===== config.mk =====
export PLATFORM = sky130hd
export DESIGN_NAME = hill_cipher_block
export DESIGN_NICKNAME = d
export VERILOG_FILES = /design/src/design/hcb_pkg.sv /design/src/design/hill_cipher_block.sv /design/src/design/hcb_front.sv /design/src/design/hcb_queue.sv /design/src/design/hcb_back.sv
export SDC_FILE = /design/constraint.sdc
export NUM_CORES = 1
export LEC_CHECK = 0
export BUFFER_PORTS_ARGS = -buffer_cell sky130_fd_sc_hd__buf_2
export CAP_MARGIN = 5
export CORE_AREA = 2 2 188 190
export DETAILED_ROUTE_END_ITERATION = 8
export DIE_AREA = 0 0 190 192
export PLACE_DENSITY_LB_ADDON = 0.3
export REMOVE_ABC_BUFFERS = 1
export SLEW_MARGIN = 20
export SYNTH_ARGS = -nofsm -noshare
export SYNTH_HDL_FRONTEND = slang
export SYNTH_SLANG_ARGS = --single-unit

===== constraint.sdc =====
create_clock -name aclk -period 20.6 [get_ports aclk]
set_input_delay 0 -clock aclk [delete_from_list [all_inputs] [get_ports aclk]]
set_output_delay 0 -clock aclk [all_outputs]
set_load 0.01 [all_outputs]

===== src/design/hcb_pkg.sv =====
`timescale 1ns / 1ps
`default_nettype none
// ----------------------------------------------------------------------------
// hcb_pkg - shared types and constants of the Hill cipher block
// Character codes, status codes, register indexes and the job record that
// travels from the front end to the back end.
// ----------------------------------------------------------------------------
package hcb_pkg;

    localparam int KEY_DIM   = 3;           // key matrix is KEY_DIM x KEY_DIM
    localparam int CODE_W    = 5;           // letter code A=0 .. Z=25
    localparam int KEY_W     = KEY_DIM * KEY_DIM * CODE_W;
    localparam int ROW_W     = KEY_DIM * CODE_W;
    localparam int CFG_W     = KEY_W;
    localparam int ACC_W     = 12;          // 3 * 31 * 25 fits
    localparam int PROD_W    = 2 * CODE_W;

    localparam logic [7:0] CHAR_A     = 8'h41;
    localparam logic [7:0] CHAR_Z     = 8'h5A;
    localparam logic [7:0] CHAR_LA    = 8'h61;
    localparam logic [7:0] CHAR_LZ    = 8'h7A;
    localparam logic [7:0] CASE_OFS   = 8'h20;
    localparam logic [CODE_W-1:0] PAD_CODE = 5'd23;   // 'X'
    localparam logic [6:0] LETTER_BASE = 7'h41;

    // floor(x / 26) == (x * 2521) >> 16 for all x below 2^12
    localparam logic [23:0] RECIP_26 = 24'd2521;

    localparam logic [1:0] ST_OK       = 2'd0;
    localparam logic [1:0] ST_BAD_CHAR = 2'd1;
    localparam logic [1:0] ST_BAD_LEN  = 2'd2;

    localparam logic [1:0] REG_BLOCK_SIZE = 2'd0;
    localparam logic [1:0] REG_ENC_KEY    = 2'd1;
    localparam logic [1:0] REG_DEC_KEY    = 2'd2;

    localparam logic [1:0]       RST_BLOCK_SIZE = 2'd3;
    localparam logic [KEY_W-1:0] RST_KEY        = 45'h100_0010_0001;   // identity

    typedef struct packed {
        logic                           is_err;
        logic [1:0]                     status;
        logic                           mode;
        logic                           last;
        logic [1:0]                     n;
        logic [KEY_DIM-1:0][CODE_W-1:0] vec;
    } hcb_job_t;

endpackage
`default_nettype wire


===== src/design/hill_cipher_block.sv =====
`timescale 1ns / 1ps
`default_nettype none
// ----------------------------------------------------------------------------
// hill_cipher_block - Hill cipher modulo 26, one character per transfer
// Stream in ASCII characters, stream out cipher or plain letters.
// ----------------------------------------------------------------------------
// Usage: each input transfer carries one character (s_tdata), the mode in
// s_tuser (0 encrypt, 1 decrypt) and end of message in s_tlast. Letters are
// grouped into blocks of block_size (0 acts as 1) and each block vector is
// multiplied by the 5-bit-per-entry key matrix, reduced modulo 26. Encrypt
// folds lowercase and pads a short final block with X; decrypt takes
// uppercase only, and a short final block gives a length error. A bad
// character gives one error result and the rest of the message is dropped
// up to its last character. The block takes one character per cycle while the
// queue has room; a block of n letters leaves as n results, one per cycle unless
// m_tready stalls, so a padded final block makes up to three results from one
// transfer and a four-entry job queue absorbs the burst. Output throughput is
// one result per clock unless stalled, set by the single row engine. Characters
// pass queue write, dot product stage and modulo/output register. The user must
// write configuration only while idle (unenforced); no init sweep after reset.
// ----------------------------------------------------------------------------
module hill_cipher_block (
    input  wire logic                      aclk,
    input  wire logic                      aresetn,
    // configuration write port
    input  wire logic                      cfg_we,
    input  wire logic [1:0]                cfg_addr,
    input  wire logic [hcb_pkg::CFG_W-1:0] cfg_wdata,
    // character input
    input  wire logic                      s_tvalid,
    output logic                           s_tready,
    input  wire logic [7:0]                s_tdata,   // [7:0] char_in
    input  wire logic                      s_tuser,   // [0] mode
    input  wire logic                      s_tlast,   // msg_last
    // result output
    output logic                           m_tvalid,
    input  wire logic                      m_tready,
    output logic [7:0]                     m_tdata,   // [6:0] letter_out, [7] run_last
    output logic [1:0]                     m_tuser,   // [1:0] status
    output logic                           m_tlast    // msg_end
);
    import hcb_pkg::*;

    // Configuration registers
    logic [1:0]       blk_size_reg;
    logic [KEY_W-1:0] enc_key_reg;
    logic [KEY_W-1:0] dec_key_reg;

    always_ff @(posedge aclk) begin
        if (!aresetn) begin
            blk_size_reg <= RST_BLOCK_SIZE;
            enc_key_reg  <= RST_KEY;
            dec_key_reg  <= RST_KEY;
        end else if (cfg_we) begin
            case (cfg_addr)
                REG_BLOCK_SIZE: blk_size_reg <= cfg_wdata[1:0];
                REG_ENC_KEY:    enc_key_reg  <= cfg_wdata[KEY_W-1:0];
                REG_DEC_KEY:    dec_key_reg  <= cfg_wdata[KEY_W-1:0];
                default:        ;  // unmapped index, write ignored
            endcase
        end
    end

    // Front end: intake and block assembly
    logic     in_xfer;
    logic     job_push;
    hcb_job_t push_job;
    logic     q_ready;

    assign s_tready = q_ready;
    assign in_xfer  = s_tvalid && q_ready;

    hcb_front u_front (
        .aclk       (aclk),
        .aresetn    (aresetn),
        .block_size (blk_size_reg),
        .accept     (in_xfer),
        .mode       (s_tuser),
        .char_in    (s_tdata),
        .msg_last   (s_tlast),
        .job_push   (job_push),
        .job        (push_job)
    );

    // Job queue decouples intake from the row engine
    logic     q_valid;
    logic     q_pop;
    hcb_job_t q_job;

    hcb_queue u_queue (
        .aclk      (aclk),
        .aresetn   (aresetn),
        .push      (job_push),
        .push_job  (push_job),
        .in_ready  (q_ready),
        .pop       (q_pop),
        .out_valid (q_valid),
        .out_job   (q_job)
    );

    // Back end: one matrix row per cycle unless the output stalls
    logic [6:0] letter_out;
    logic       run_last;

    hcb_back u_back (
        .aclk       (aclk),
        .aresetn    (aresetn),
        .enc_key    (enc_key_reg),
        .dec_key    (dec_key_reg),
        .job_valid  (q_valid),
        .job        (q_job),
        .job_pop    (q_pop),
        .m_tvalid   (m_tvalid),
        .m_tready   (m_tready),
        .letter_out (letter_out),
        .status     (m_tuser),
        .run_last   (run_last),
        .msg_end    (m_tlast)
    );

    assign m_tdata = {run_last, letter_out};

endmodule
`default_nettype wire


===== src/design/hcb_front.sv =====
`timescale 1ns / 1ps
`default_nettype none
// ----------------------------------------------------------------------------
// hcb_front - character intake
// Folds case, checks letters, collects blocks, pads or rejects short final
// blocks, handles drop-to-end-of-message after an error, and issues jobs.
// ----------------------------------------------------------------------------
module hcb_front (
    input  wire logic              aclk,
    input  wire logic              aresetn,
    input  wire logic [1:0]        block_size,
    input  wire logic              accept,
    input  wire logic              mode,
    input  wire logic [7:0]        char_in,
    input  wire logic              msg_last,
    output logic                   job_push,
    output hcb_pkg::hcb_job_t      job
);
    import hcb_pkg::*;

    logic [CODE_W-1:0] ltr_buf_reg [KEY_DIM];
    logic [1:0]        fill_count_reg, fill_count_next;
    logic              dropping_reg, dropping_next;

    logic [1:0]        n;
    logic [7:0]        ch_fold;
    logic              is_letter;
    logic [CODE_W-1:0] code;
    logic [1:0]        fill_inc;
    logic              buf_we;

    always_comb begin
        n = (block_size == 2'd0) ? 2'd1 : block_size;
        ch_fold = char_in;
        if (!mode && char_in >= CHAR_LA && char_in <= CHAR_LZ) begin
            ch_fold = char_in - CASE_OFS;
        end
        is_letter = (ch_fold >= CHAR_A) && (ch_fold <= CHAR_Z);
        code      = CODE_W'(ch_fold - CHAR_A);
        fill_inc  = fill_count_reg + 2'd1;
    end

    always_comb begin
        job_push        = 1'b0;
        buf_we          = 1'b0;
        fill_count_next = fill_count_reg;
        dropping_next   = dropping_reg;
        job.is_err      = 1'b0;
        job.status      = ST_OK;
        job.mode        = mode;
        job.last        = msg_last;
        job.n           = n;
        // newest letter from the input, older ones from the buffer, X past fill
        for (int c = 0; c < KEY_DIM; c++) begin
            if (2'(c) == fill_count_reg) begin
                job.vec[c] = code;
            end else if (2'(c) < fill_inc) begin
                job.vec[c] = ltr_buf_reg[c];
            end else begin
                job.vec[c] = PAD_CODE;
            end
        end

        if (accept) begin
            if (dropping_reg) begin
                if (msg_last) begin
                    dropping_next   = 1'b0;
                    fill_count_next = 2'd0;
                end
            end else if (!is_letter) begin
                job_push        = 1'b1;
                job.is_err      = 1'b1;
                job.status      = ST_BAD_CHAR;
                fill_count_next = 2'd0;
                dropping_next   = !msg_last;
            end else begin
                buf_we = 1'b1;
                if (fill_inc >= n) begin
                    job_push        = 1'b1;
                    fill_count_next = 2'd0;
                end else if (msg_last) begin
                    job_push        = 1'b1;
                    fill_count_next = 2'd0;
                    if (mode) begin
                        job.is_err = 1'b1;
                        job.status = ST_BAD_LEN;
                    end
                end else begin
                    fill_count_next = fill_inc;
                end
            end
        end
    end

    always_ff @(posedge aclk) begin
        if (!aresetn) begin
            fill_count_reg <= 2'd0;
            dropping_reg   <= 1'b0;
        end else begin
            fill_count_reg <= fill_count_next;
            dropping_reg   <= dropping_next;
        end
    end

    always_ff @(posedge aclk) begin
        if (buf_we) begin
            ltr_buf_reg[fill_count_reg] <= code;
        end
    end

endmodule
`default_nettype wire


===== src/design/hcb_queue.sv =====
`timescale 1ns / 1ps
`default_nettype none
// ----------------------------------------------------------------------------
// hcb_queue - job queue
// Small FIFO between front end and back end.
// ----------------------------------------------------------------------------
module hcb_queue (
    input  wire logic              aclk,
    input  wire logic              aresetn,
    input  wire logic              push,
    input  wire hcb_pkg::hcb_job_t push_job,
    output logic                   in_ready,
    input  wire logic              pop,
    output logic                   out_valid,
    output hcb_pkg::hcb_job_t      out_job
);
    import hcb_pkg::*;

    localparam int DEPTH = 4;
    localparam int PTR_W = $clog2(DEPTH);

    hcb_job_t         mem_reg [DEPTH];
    logic [PTR_W-1:0] wr_ptr_reg, rd_ptr_reg;
    logic [PTR_W:0]   count_reg;

    assign in_ready  = (count_reg != (PTR_W+1)'(DEPTH));
    assign out_valid = (count_reg != '0);
    assign out_job   = mem_reg[rd_ptr_reg];

    always_ff @(posedge aclk) begin
        if (!aresetn) begin
            wr_ptr_reg <= '0;
            rd_ptr_reg <= '0;
            count_reg  <= '0;
        end else begin
            if (push) begin
                wr_ptr_reg <= wr_ptr_reg + PTR_W'(1);
            end
            if (pop) begin
                rd_ptr_reg <= rd_ptr_reg + PTR_W'(1);
            end
            if (push && !pop) begin
                count_reg <= count_reg + (PTR_W+1)'(1);
            end else if (pop && !push) begin
                count_reg <= count_reg - (PTR_W+1)'(1);
            end
        end
    end

    always_ff @(posedge aclk) begin
        if (push) begin
            mem_reg[wr_ptr_reg] <= push_job;
        end
    end

endmodule
`default_nettype wire


===== src/design/hcb_back.sv =====
`timescale 1ns / 1ps
`default_nettype none
// ----------------------------------------------------------------------------
// hcb_back - matrix row engine
// Walks the rows of each job, one row per cycle unless stalled: dot product in
// stage one, reduction modulo 26 and ASCII mapping into the output register.
// ----------------------------------------------------------------------------
module hcb_back (
    input  wire logic                       aclk,
    input  wire logic                       aresetn,
    input  wire logic [hcb_pkg::KEY_W-1:0]  enc_key,
    input  wire logic [hcb_pkg::KEY_W-1:0]  dec_key,
    input  wire logic                       job_valid,
    input  wire hcb_pkg::hcb_job_t          job,
    output logic                            job_pop,
    output logic                            m_tvalid,
    input  wire logic                       m_tready,
    output logic [6:0]                      letter_out,
    output logic [1:0]                      status,
    output logic                            run_last,
    output logic                            msg_end
);
    import hcb_pkg::*;

    logic [1:0]       row_reg;
    logic             a_vld_reg;
    logic [ACC_W-1:0] a_acc_reg;
    logic [1:0]       a_status_reg;
    logic             a_run_last_reg, a_msg_end_reg;
    logic             m_vld_reg;
    logic [6:0]       m_letter_reg;
    logic [1:0]       m_status_reg;
    logic             m_run_last_reg, m_msg_end_reg;

    logic             adv_a, adv_b, issue, row_last;
    logic [KEY_W-1:0] key;
    logic [ROW_W-1:0] key_row;
    logic [ACC_W-1:0] acc;
    logic [23:0]      recip_prod;
    logic [6:0]       quot;
    logic [ACC_W-1:0] quot_x26;
    logic [CODE_W-1:0] rem;

    assign adv_b    = !m_vld_reg || m_tready;
    assign adv_a    = !a_vld_reg || adv_b;
    assign issue    = job_valid && adv_a;
    assign row_last = job.is_err || (row_reg == job.n - 2'd1);
    assign job_pop  = issue && row_last;

    always_comb begin
        key = job.mode ? dec_key : enc_key;
        case (row_reg)
            2'd0:    key_row = key[0       +: ROW_W];
            2'd1:    key_row = key[ROW_W   +: ROW_W];
            2'd2:    key_row = key[2*ROW_W +: ROW_W];
            default: key_row = '0;
        endcase
        acc = '0;
        for (int c = 0; c < KEY_DIM; c++) begin
            if (2'(c) < job.n) begin
                acc = acc + ACC_W'(PROD_W'(key_row[c*CODE_W +: CODE_W])
                                   * PROD_W'(job.vec[c]));
            end
        end
    end

    always_comb begin
        recip_prod = 24'(a_acc_reg) * RECIP_26;
        quot       = 7'(recip_prod >> 16);
        quot_x26   = ACC_W'({quot, 4'b0}) + ACC_W'({quot, 3'b0}) + ACC_W'({quot, 1'b0});
        rem        = CODE_W'(a_acc_reg - quot_x26);
    end

    always_ff @(posedge aclk) begin
        if (!aresetn) begin
            row_reg   <= 2'd0;
            a_vld_reg <= 1'b0;
            m_vld_reg <= 1'b0;
        end else begin
            if (issue) begin
                row_reg <= row_last ? 2'd0 : row_reg + 2'd1;
            end
            if (adv_a) begin
                a_vld_reg <= issue;
            end
            if (adv_b) begin
                m_vld_reg <= a_vld_reg;
            end
        end
    end

    always_ff @(posedge aclk) begin
        if (adv_a) begin
            a_acc_reg      <= acc;
            a_status_reg   <= job.status;
            a_run_last_reg <= row_last;
            a_msg_end_reg  <= job.is_err || (row_last && job.last);
        end
        if (adv_b) begin
            m_letter_reg   <= (a_status_reg == ST_OK) ? LETTER_BASE + 7'(rem) : 7'd0;
            m_status_reg   <= a_status_reg;
            m_run_last_reg <= a_run_last_reg;
            m_msg_end_reg  <= a_msg_end_reg;
        end
    end

    assign m_tvalid   = m_vld_reg;
    assign letter_out = m_letter_reg;
    assign status     = m_status_reg;
    assign run_last   = m_run_last_reg;
    assign msg_end    = m_msg_end_reg;

endmodule
`default_nettype wire

# Word-level counts from Yosys, hierarchy flattened
# Memories as Yosys holds them, arrays and structs flattened. A register that Yosys moved wholly into a read port is not among the register bits.
# Index checks and enable logic that the tools add are counted.
# word_totals
register_bits	133
ram_bits	103
wordCells	134
mem_count	2
# op_classes
n_addsub	15
mul	4
n_lt_le_gt_ge	11
n_eq_ne	9
mux	44
reduce_logical	30
# mem_list
memory	depth	word_bits	read_ports	rd_clocked_by_memory_dff	write_ports	line_no	text
u_queue.mem_reg	4	22	1	1	1	hcb_queue.sv:22	hcb_job_t mem_reg [DEPTH];
u_front.ltr_buf_reg	3	5	3	0	1	hcb_front.sv:21	logic [CODE_W-1:0] ltr_buf_reg [KEY_DIM];
# op_table
cell	count
45-bit two-way mux	1
15-bit case mux with 3 select lines	1
5-bit by 5-bit multiplier with 10-bit output	3
5-bit two-way mux	6
12-bit two-way mux	2
3-bit two-way mux	8
12-bit by 12-bit multiplier with 20-bit output (second input constant)	1
2-bit two-way mux	9
8-bit by 7-bit greater-or-equal comparator with 1-bit output (second input constant)	2
8-bit by 7-bit <= comparator with 1-bit output (second input constant)	2
1-bit two-way mux	15
12-bit by 10-bit adder with 12-bit output	1
10-bit by 10-bit adder with 11-bit output	1
5-bit adder	2
2-bit logical NOT	5
10-bit two-way mux	1
1-bit logical AND	9
2-bit by 1-bit adder with 2-bit output (second input constant)	4
1-bit by 2-bit less-than comparator with 1-bit output (first input constant)	4
8-bit two-way mux	1
2-bit AND reduction	4
8-bit by 6-bit subtractor with 8-bit output (second input constant)	1
7-bit by 5-bit adder with 7-bit output (first input constant)	1
1-bit logical NOT	6
17 further kinds	23

# Logic depth before layout (Yosys ltp)
# Gate-level depths: netlist of the first run.
# depth
depth_word	13
ltp_mapped	40

# By module
# Synthesis of the first run repeated with hierarchy kept, for this count alone.
# hier_totals
hier_cells	1349
area_unflattened_um2	15204.6
# modules_own_cells
module	instances	cells_per_inst	area_per_inst_um2	seq_area_each_um2
hcb_back	1	719	6950.4	890.9
hcb_queue	1	158	3624.7	2822.7
hill_cipher_block	1	354	3490.8	1841.8
hcb_front	1	118	1138.6	510.5

# Least setup slack after synthesis of the first run
# Ideal clock, no wire load.
# synth_path
path_kind	flip-flop to flip-flop
from	register with a tool-made name
to	register u_back.a_acc_reg[10] (data pin)
setup_ns	0.275
arrival_time_ns	9.157
required_time_ns	20.325
slack_ns	11.169
stages_incl_launch_ff	37
path_buffers	3
path_cell_list	dfxtp_1 mux4_2 buf_6 clkbuf_1 clkbuf_1 a21oi_1 a21oi_1 nor2_1 nand2_1 fa_1 fa_1 fa_1 inv_1 ha_1 xnor2_1 nand2_1 fa_1 fa_1 fa_1 inv_1 ha_1 nor2b_1 nor3_1 a31oi_1 fa_1 fa_1 fa_1 inv_1 ha_1 a21o_1 a21oi_1 o21bai_1 a21oi_1 o21bai_1 a21oi_1 xor2_1 o32ai_1
# synth_lines
item	line_no	text
end signal, assigned	hcb_back.sv:94	a_acc_reg <= acc;
end, declared	hcb_back.sv:27	logic [ACC_W-1:0] a_acc_reg;

==> results of run 1 <==
-- cell type report --
| class | count | area share [%] |
|---|---|---|
| well taps | 455 | 3.249 |
| multi-input cells | 1013 | 47.94 |
| clock buffers | 31 | 3.999 |
| inverters | 151 | 3.235 |
| repair buffers | 140 | 5.770 |
| clock inverters | 17 | 1.185 |
| flip-flops and latches | 238 | 34.62 |
-- cells by family (layout without fill, tap and decap cells) --
family / after synthesis / in the layout / share of synthesized area [%]
buf+inv: 207 / 339 / 5.193
mux: 51 / 51 / 5.423
compound gates: 252 / 252 / 11.04
flops: 238 / 238 / 39.77
xor+xnor: 40 / 40 / 2.297
fa+ha+maj: 232 / 232 / 23.22
simple gates: 438 / 438 / 13.05
-- worst min-delay path, delay by kind of cell --
| family | cells | cell delay, ns |
|---|---|---|
| simple gates | 1 | 0.14 |
| compound gates | 2 | 0.33 |
| buf+inv | 1 | 0.11 |
-- worst max path at each step --
stage          startpoint                   end  cells past startpoint  slack, ns
2_1_floorplan    register  u_back.a_acc_reg[10]                     33      10.41
5_1_grt          register  u_back.a_acc_reg[10]                     35       9.25
4_1_cts          register  u_back.a_acc_reg[10]                     35       9.92
6_report         register  u_back.a_acc_reg[10]                     35      10.05
3_5_place_dp     register  u_back.a_acc_reg[10]                     35       9.96
3_3_place_gp     register  u_back.a_acc_reg[10]                     35      10.18
-- routing by layer --
| metal | GRT usage [%] | share of wire, % |
|---|---|---|
| met2 | 32.85 | 50 |
| met5 | 0.1374 | 0 |
| met1 | 23.94 | 45 |
| met3 | 2.266 | 3.7 |
| met4 | 4.114 | 1.8 |
-- through the flow --
step | cells | worst slack, ns | hold WS [ns] | utilization (%)
2_1_floorplan | 1402 | 10.41 | 0.06194 | -
3_3_place_gp | 1941 | 10.18 | 0.2306 | 46.78
3_5_place_dp | 1942 | 9.963 | 0.2417 | 46.83
4_1_cts | 2045 | 9.922 | 0.03729 | 51.08
5_1_grt | 2045 | 9.253 | 0.09366 | 51.10
6_report | 2045 | 10.05 | 0.07156 | 51.10
-- layout by cell type, fill, tap and decap left out, types with 4 or more instances in the layout --
cell type	n
nand2_1	248
inv_1	151
ha_1	145
edfxtp_1	130
dfxtp_1	108
a21boi_0	94
fa_1	85
buf_2	74
a21oi_1	69
dlygate4sd3_1	55
nor2_1	52
and2_1	51
xnor2_1	28
clkbuf_16	27
o21ai_0	25
mux4_2	22
mux2_2	21
nor3_1	17
a22oi_1	15
a221oi_1	15
nand3_1	14
xor2_1	12
nand2b_1	11
nor2b_1	10
buf_4	10
a21o_1	9
nor3b_1	8
o211ai_1	5
mux2i_1	5
clkinv_1	5
a211oi_1	4
o21bai_1	4
and3_1	4
bufinv_16	4
-- timing repair --
action	CTS	global route
endpoints found under the setup margin	0	0
hold endpoints to repair	128	0
buffers inserted	0	0
hold buffers	55	0
==> flow_metrics.tcl, run 1 <==
set metrics [dict create \
    ctsHtreeMaxLevel 1 \
    route.detailed.drc 0 \
    critPathBufInv 4 \
    cp_max_fo 45 \
    cp.required_ns 20.87 \
    post-route-period-util_pct 51.21 \
    status "completed" \
    place_congestion 0.8242 \
    ys_top_cells_by_area "edfxtp_1, dfxtp_1, ha_1" \
    synth_top_cell_area_share_pct 25.60 \
    critPathSlowestCell "mux4_2" \
    die_area_um2 36480 \
    initial_core_util_pct 44.48 \
    skew_ns 0.01983 \
    grt_max_degree 108 \
    clk_latency_ns 0.55 \
    grt_pass1_vias 10940 \
    ios 75 \
    yosysMostFrequentCell "nand2_1" \
    fp-row-count 68 \
    setup_viol 0 \
    filler_cell_count 3096 \
    grt_use_total_pct 18.41 \
    synth_common_cells "nand2_1, inv_1, ha_1, edfxtp_1, dfxtp_1" \
    fin_setup_tns_ns 0 \
    avgSynthCellArea_um2 10.46 \
    cpMostUsedCell "fa_1" \
    diodes 0 \
    critPathMaxStageDelay_ns 0.97 \
    seqCellArea_um2 6066 \
    multiInputGateArea_um2 8399 \
    path_class "register to register" \
    endpoint_kind "register" \
    r2r_cells 35 \
    die_h_um 192 \
    max_slew.worst_pin.slew_ns 0.9778 \
    cts_tree "built" \
    synth.cell_area_um2 15250 \
    cts_made_buffers 27 \
    area_delta_synth_final_pct 14.88 \
    vias_per_cell 5.152 \
    yosysSeqAreaShare_pct 39.77 \
    routed_wl_mm 32.34 \
    hp-class "input port to register" \
    nets 1865 \
    hold_path_end "u_front.dropping_reg" \
    antenna_found_initial 0 \
    drv_slew 0 \
    hold_viol 0 \
    grt_pass1_wl_mm 54.30 \
    clkTransAtPathRegs_ns 0.06 \
    hp-start "s_tdata[5]" \
    dieWidth_um 190 \
    async_reset_ff_share_pct 0 \
    post_cts_resize_count 0 \
    min_path_cells 4 \
    clock_sinks 238 \
    syn_inst 1458 \
    max_freq_mhz 94.79 \
    drtIter0Drc 548 \
    fin_crit_ns 10.55 \
    cp.arrival_ns 10.82 \
    reg2reg_to "u_back.a_acc_reg[10]" \
    synthFlopType "edfxtp_1" \
    cp_top_family "adder cells" \
    ant_nets 0 \
    design_area_um2 17520 \
    routedWlPerCell_um 15.82 \
    critPathLaunchType "register" \
    layout-drive-gt1-share_pct 11.19 \
    cts_max_path_buffers 3 \
    ys_seq_elements 238 \
    slew_headroom_pct 34.81 \
    drt_pass1_iterations 5 \
    core_um2 34290 \
    ys_types 54 \
    dp.final_hpwl_mm 22.85 \
    place_area_um2 16060 \
    largest_reg_flops 88 \
    vias 10540 \
    yosysWarnings 0 \
    io_buffers 74 \
    yosys.area.top_type "edfxtp_1" \
    gr-total-overflow 0 \
    rsz0062_at_grt "no" \
    synth-edff-count 130 \
    root_buffer "clkbuf_16" \
    r2r_setup_slack_ns 10.05 \
    maxCapViolCount 0 \
]
Power of run 1 is not shown: default switching activity piles up to over one toggle a cycle in this logic, so the estimate is an artifact.
==> inputs of run 2 (changes only) <==
clock period = 10.2 ns   (was 20.6 ns; I/O delays follow)
==> run 2 against run 1 <==
Clock skew rose by 0.0081 ns. Worst setup slack got worse by 9.5 ns. Register-to-register slack worse by 9.5 ns. Via count hardly changed. Global-route usage shrank 0.085 points. Critical path depth shrank 2. First-iteration DRC count is 12% lower. Worst hold slack got worse by 0.027 ns. Count of clock-buffer cells in the layout is 3 higher. Flip-flop and latch count did not move. Largest cell class unchanged.
==> flow_metrics.tcl, run 2 (synthesis results as in run 1) <==
set metrics [dict create \
    grt_pass1_wl_mm 54.06 \
    cts_max_path_buffers 3 \
    ctsHtreeMaxLevel 1 \
    routedWlPerCell_um 15.69 \
    skew_ns 0.02792 \
    grt_pass1_vias 10920 \
    core_um2 34290 \
    hold_path_end "u_front.ltr_buf_reg[1][3]" \
    diodes 0 \
    endpoint_kind "register" \
    filler_cell_count 3050 \
    antenna_found_initial 0 \
    fin_crit_ns 9.627 \
    largest_reg_flops 88 \
    hp-start "s_tdata[1]" \
    final_common_cell "nand2_1" \
    max_slew.worst_pin.slew_ns 0.9300 \
    cpMostUsedCell "fa_1" \
    layout-drive-gt1-share_pct 11.38 \
    critPathLaunchType "register" \
    vias_per_cell 5.130 \
    cts_made_buffers 26 \
    max_freq_mhz 103.9 \
    vias 10540 \
    cts_tree "built" \
    status "completed" \
    nets 1874 \
    multiInputGateArea_um2 8406 \
    setup_viol 0 \
    hp-class "input port to register" \
    layoutNonFillerInstCount 2055 \
    ant_nets 0 \
    ios 75 \
    post_cts_buffers 0 \
    drv_slew 0 \
    area_delta_synth_final_pct 15.30 \
    place_congestion 0.8290 \
    dp_cells 1947 \
    drtIter0Drc 484 \
    grt_max_degree 108 \
    io_buffers 74 \
    layout_common_cells "nand2_1, inv_1, ha_1" \
    initial_core_util_pct 44.48 \
    hold_viol 0 \
    slew_headroom_pct 38.00 \
    post-route-period-util_pct 94.38 \
    maxCapViolCount 0 \
    seqCellArea_um2 6066 \
    route.detailed.drc 0 \
    die_area_um2 36480 \
    critPathMaxStageDelay_ns 0.65 \
    dp.final_hpwl_mm 22.98 \
    rsz0062_at_grt "no" \
    reg2reg_to "u_back.a_acc_reg[10]" \
    cp.required_ns 10.45 \
    min_path_cells 3 \
    path_class "register to register" \
    clock_sinks 238 \
    r2r_cells 33 \
    clk_latency_ns 0.55 \
    dieWidth_um 190 \
    root_buffer "clkbuf_16" \
    routed_wl_mm 32.23 \
    drt_pass1_iterations 7 \
    clkTransAtPathRegs_ns 0.06 \
    die_h_um 192 \
    fp-row-count 68 \
    fin_setup_tns_ns 0 \
    r2r_setup_slack_ns 0.57 \
    cp_max_fo 12 \
    grt_use_total_pct 18.33 \
    critPathSlowestCell "mux4_2" \
    gr-total-overflow 0 \
    cp.arrival_ns 9.88 \
]
[run 2: changes by cell type in the layout (fill, tap and decap cells not counted), moves of 3 or more]
cell,previous run,this run
buf_4,10,16
clkinvlp_4,3,0
clkbuf_1,3,6
dlygate4sd3_1,55,60
clkinv_2,3,6
[run 2: final cells by class]
| class | count | share of cell area (%) |
|---|---|---|
| timing repair buffer | 150 | 6.205 |
| sequential | 238 | 34.50 |
| inverter | 151 | 3.223 |
| multi-input combinational | 1013 | 47.80 |
| clock inverter | 14 | 1.089 |
| clock buffer | 34 | 3.949 |
| tap | 455 | 3.238 |
[run 2: critical path, delay by kind of cell, from the launching register on]
| kind | cells | cell delay [ns] |
|---|---|---|
| simple gates | 5 | 0.66 |
| buf+inv | 3 | 0.12 |
| mux | 2 | 0.92 |
| compound gates | 9 | 1.39 |
| flops | 1 | 0.35 |
| xor+xnor | 2 | 0.38 |
| fa+ha+maj | 12 | 5.49 |
[run 2: worst max path at each step]
stage                  start  slack, ns              endpoint  cells past startpoint
finish              register       0.57  u_back.a_acc_reg[10]                     33
global route        register       0.03   u_back.a_acc_reg[9]                     33
floorplan           register      0.009  u_back.a_acc_reg[10]                     33
global placement    register       0.66  u_back.a_acc_reg[10]                     33
detailed placement  register       0.47  u_back.a_acc_reg[10]                     33
CTS                 register       0.45  u_back.a_acc_reg[10]                     33
[run 2: per-stage QoR]
stage / hold WS [ns] / setup WS [ns] / util, % / cell area [um^2]
after detailed placement: 0.2486 / 0.4661 / 46.91 / 16090
final: 0.04466 / 0.5733 / 51.28 / 17580
after floorplan: 0.06194 / 0.008505 / - / 15030
after global routing: 0.05494 / 0.02798 / 51.28 / 17580
after CTS: 0.03412 / 0.4479 / 51.25 / 17570
after global placement: 0.2366 / 0.6627 / 46.91 / 16090
[run 2: what timing repair did]
action                                  4_1_cts  5_1_grt
gates resized for setup                       0        3
endpoints found under the setup margin        0        2
hold endpoints to repair                    128        0
hold buffers                                 60        0
[run 2: per-layer routing]
| layer | up-vias | wire (um) | global-route usage [%] |
|---|---|---|---|
| met2 | 166 | 15760 | 32.38 |
| li1 | 5218 | - | - |
| met3 | 45 | 1135 | 2.028 |
| met4 | 0 | 574 | 4.532 |
| met5 | - | 0 | 0 |
| met1 | 5113 | 14760 | 24.09 |
Power of run 2 is left out for the same reason.
==> inputs of run 3 (changes only) <==
CORE_AREA = 2 2 241 148   (was 2 2 188 190)
DIE_AREA = 0 0 243 150   (was 0 0 190 192)
==> run 3 against run 2 <==
Global-route usage increased by 0.76 points. Register-to-register slack about the same. Routed wire length increased by 5.3%. Clock skew decreased by 0.0095 ns. Maximum frequency decreased by 0.10%. Critical path type unchanged. Critical path depth unchanged. First-iteration DRC count increased by 32%. Final cell count increased by 0.24%. Via count increased by 1.6%. Flip-flop and latch count unchanged.
==> flow_metrics.tcl, run 3 (synthesis results as in run 1) <==
set metrics [dict create \
    maxCapViolCount 0 \
    drv_slew 0 \
    whs_ns 0.02907 \
    setup_viol 0 \
    path_class "register to register" \
    endpoint_kind "register" \
    die_area_um2 36450 \
    fp-row-count 53 \
    largest_reg_flops 88 \
    clkTransAtPathRegs_ns 0.06 \
    critPathSlowestCell "mux4_2" \
    cp.arrival_ns 9.91 \
    max_slew.worst_pin.slew_ns 0.9319 \
    layout-drive-gt1-share_pct 11.62 \
    grt_pass1_vias 10780 \
    critPathLaunchType "register" \
    critPathMaxStageDelay_ns 0.59 \
    drt_pass1_iterations 5 \
    hp-class "input port to register" \
    die_h_um 150 \
    vias_per_cell 5.200 \
    place_congestion 0.8447 \
    final_common_cell "nand2_1" \
    clk_latency_ns 0.55 \
    cts_made_buffers 24 \
    dieWidth_um 243 \
    status "completed" \
    rsz0062_at_grt "no" \
    ios 75 \
    dp.final_hpwl_mm 24.11 \
    grt_pass1_wl_mm 56.03 \
    post_cts_buffers 0 \
    area_delta_synth_final_pct 14.91 \
    hold_path_end "u_front.ltr_buf_reg[2][2]" \
    post-route-period-util_pct 94.47 \
    cp_max_fo 5 \
    fin_crit_ns 9.636 \
    drtIter0Drc 638 \
    antenna_found_initial 0 \
    ctsHtreeMaxLevel 1 \
    vias 10710 \
    ant_nets 0 \
    clock_sinks 238 \
    fin_setup_tns_ns 0 \
    hold_viol 0 \
    multiInputGateArea_um2 8437 \
    cts_tree "built" \
    route.detailed.drc 0 \
    max_freq_mhz 103.8 \
    hp-start "s_tdata[2]" \
    nets 1871 \
    slew_headroom_pct 37.87 \
    routedWlPerCell_um 16.48 \
    routed_wl_mm 33.95 \
    cts_max_path_buffers 3 \
    seqCellArea_um2 6068 \
    root_buffer "clkbuf_16" \
    grt_max_degree 108 \
    layout_common_cells "nand2_1, inv_1, ha_1" \
    filler_cell_count 3108 \
    cpMostUsedCell "fa_1" \
    min_path_cells 3 \
    initial_core_util_pct 44.40 \
    io_buffers 74 \
    skew_ns 0.01838 \
    reg2reg_to "u_back.a_acc_reg[10]" \
    r2r_setup_slack_ns 0.56 \
    reg2reg_from "u_queue.mem_reg[3][18]" \
    grt_use_total_pct 19.09 \
    r2r_cells 33 \
    gr-total-overflow 0 \
    core_um2 34350 \
    cp.required_ns 10.48 \
]
## run 3: changes by cell type in the layout (fill, tap and decap cells not counted), moves of 2 or more
cell / previous run / this run
a21oi_1: 69 / 67
dfxtp_1: 108 / 106
nor2_1: 50 / 52
buf_4: 16 / 18
nor2_2: 2 / 0
bufinv_16: 4 / 2
dlygate4sd3_1: 60 / 56
a21oi_2: 1 / 3
dfxtp_2: 0 / 2
clkbuf_1: 6 / 2
## run 3: stage by stage
| stage | instance area (um^2) | util (%) | setup WS (ns) | cells |
|---|---|---|---|---|
| floorplan | 15030 | - | 0.008505 | 1402 |
| detailed placement | 16120 | 46.91 | 0.4831 | 1961 |
| CTS | 17480 | 50.87 | 0.4608 | 2058 |
| global route | 17520 | 51.01 | 0.008808 | 2059 |
| global placement | 16120 | 46.91 | 0.6648 | 1961 |
| finish | 17520 | 51.02 | 0.5636 | 2060 |
## run 3: area by class of cell
class | count | area share [%]
inverters | 151 | 3.234
clock buffers | 29 | 3.770
repair buffers | 148 | 6.083
well taps | 467 | 3.334
flip-flops and latches | 238 | 34.63
diodes | 1 | 0.01428
multi-input cells | 1014 | 48.14
clock inverters | 12 | 0.7925
## run 3: worst max-delay path by stage
| stage | startpoint | endpoint | slack, ns |
|---|---|---|---|
| 6_report | u_queue.mem_reg[3][18] | u_back.a_acc_reg[10] | 0.56 |
| 5_1_grt | u_queue.mem_reg[3][18] | u_back.a_acc_reg[10] | 0.009 |
| 4_1_cts | u_queue.mem_reg[3][18] | u_back.a_acc_reg[10] | 0.46 |
| 3_5_place_dp | u_queue.mem_reg[3][18] | u_back.a_acc_reg[10] | 0.48 |
| 3_3_place_gp | register | u_back.a_acc_reg[10] | 0.66 |
| 2_1_floorplan | register | u_back.a_acc_reg[10] | 0.009 |
## run 3: metal layers
metal | global-route usage, % | up-vias | wire [um]
li1 | - | 5216 | -
met4 | 3.681 | 0 | 529
met3 | 2.780 | 37 | 1560
met5 | 0 | - | 0
met2 | 29.87 | 222 | 14840
met1 | 28.31 | 5236 | 17020
## run 3: worst max-delay path, delay by kind of cell, from the launching register on
family	cells	cell delay, ns
buffers and inverters	3	0.12
AO/OA/AOI/OAI	9	1.34
multiplexers	2	0.84
flip-flops	1	0.45
AND/OR/NAND/NOR	5	0.68
adder cells (fa/ha/maj)	12	5.53
XOR/XNOR	2	0.40
## run 3: repair_timing
action / in CTS / in global routing
resized for setup: 0 / 6
setup endpoints to repair: 0 / 1
hold buffers: 56 / 0
endpoints found under the hold margin: 129 / 0
Power of run 3 is left out for the same reason.
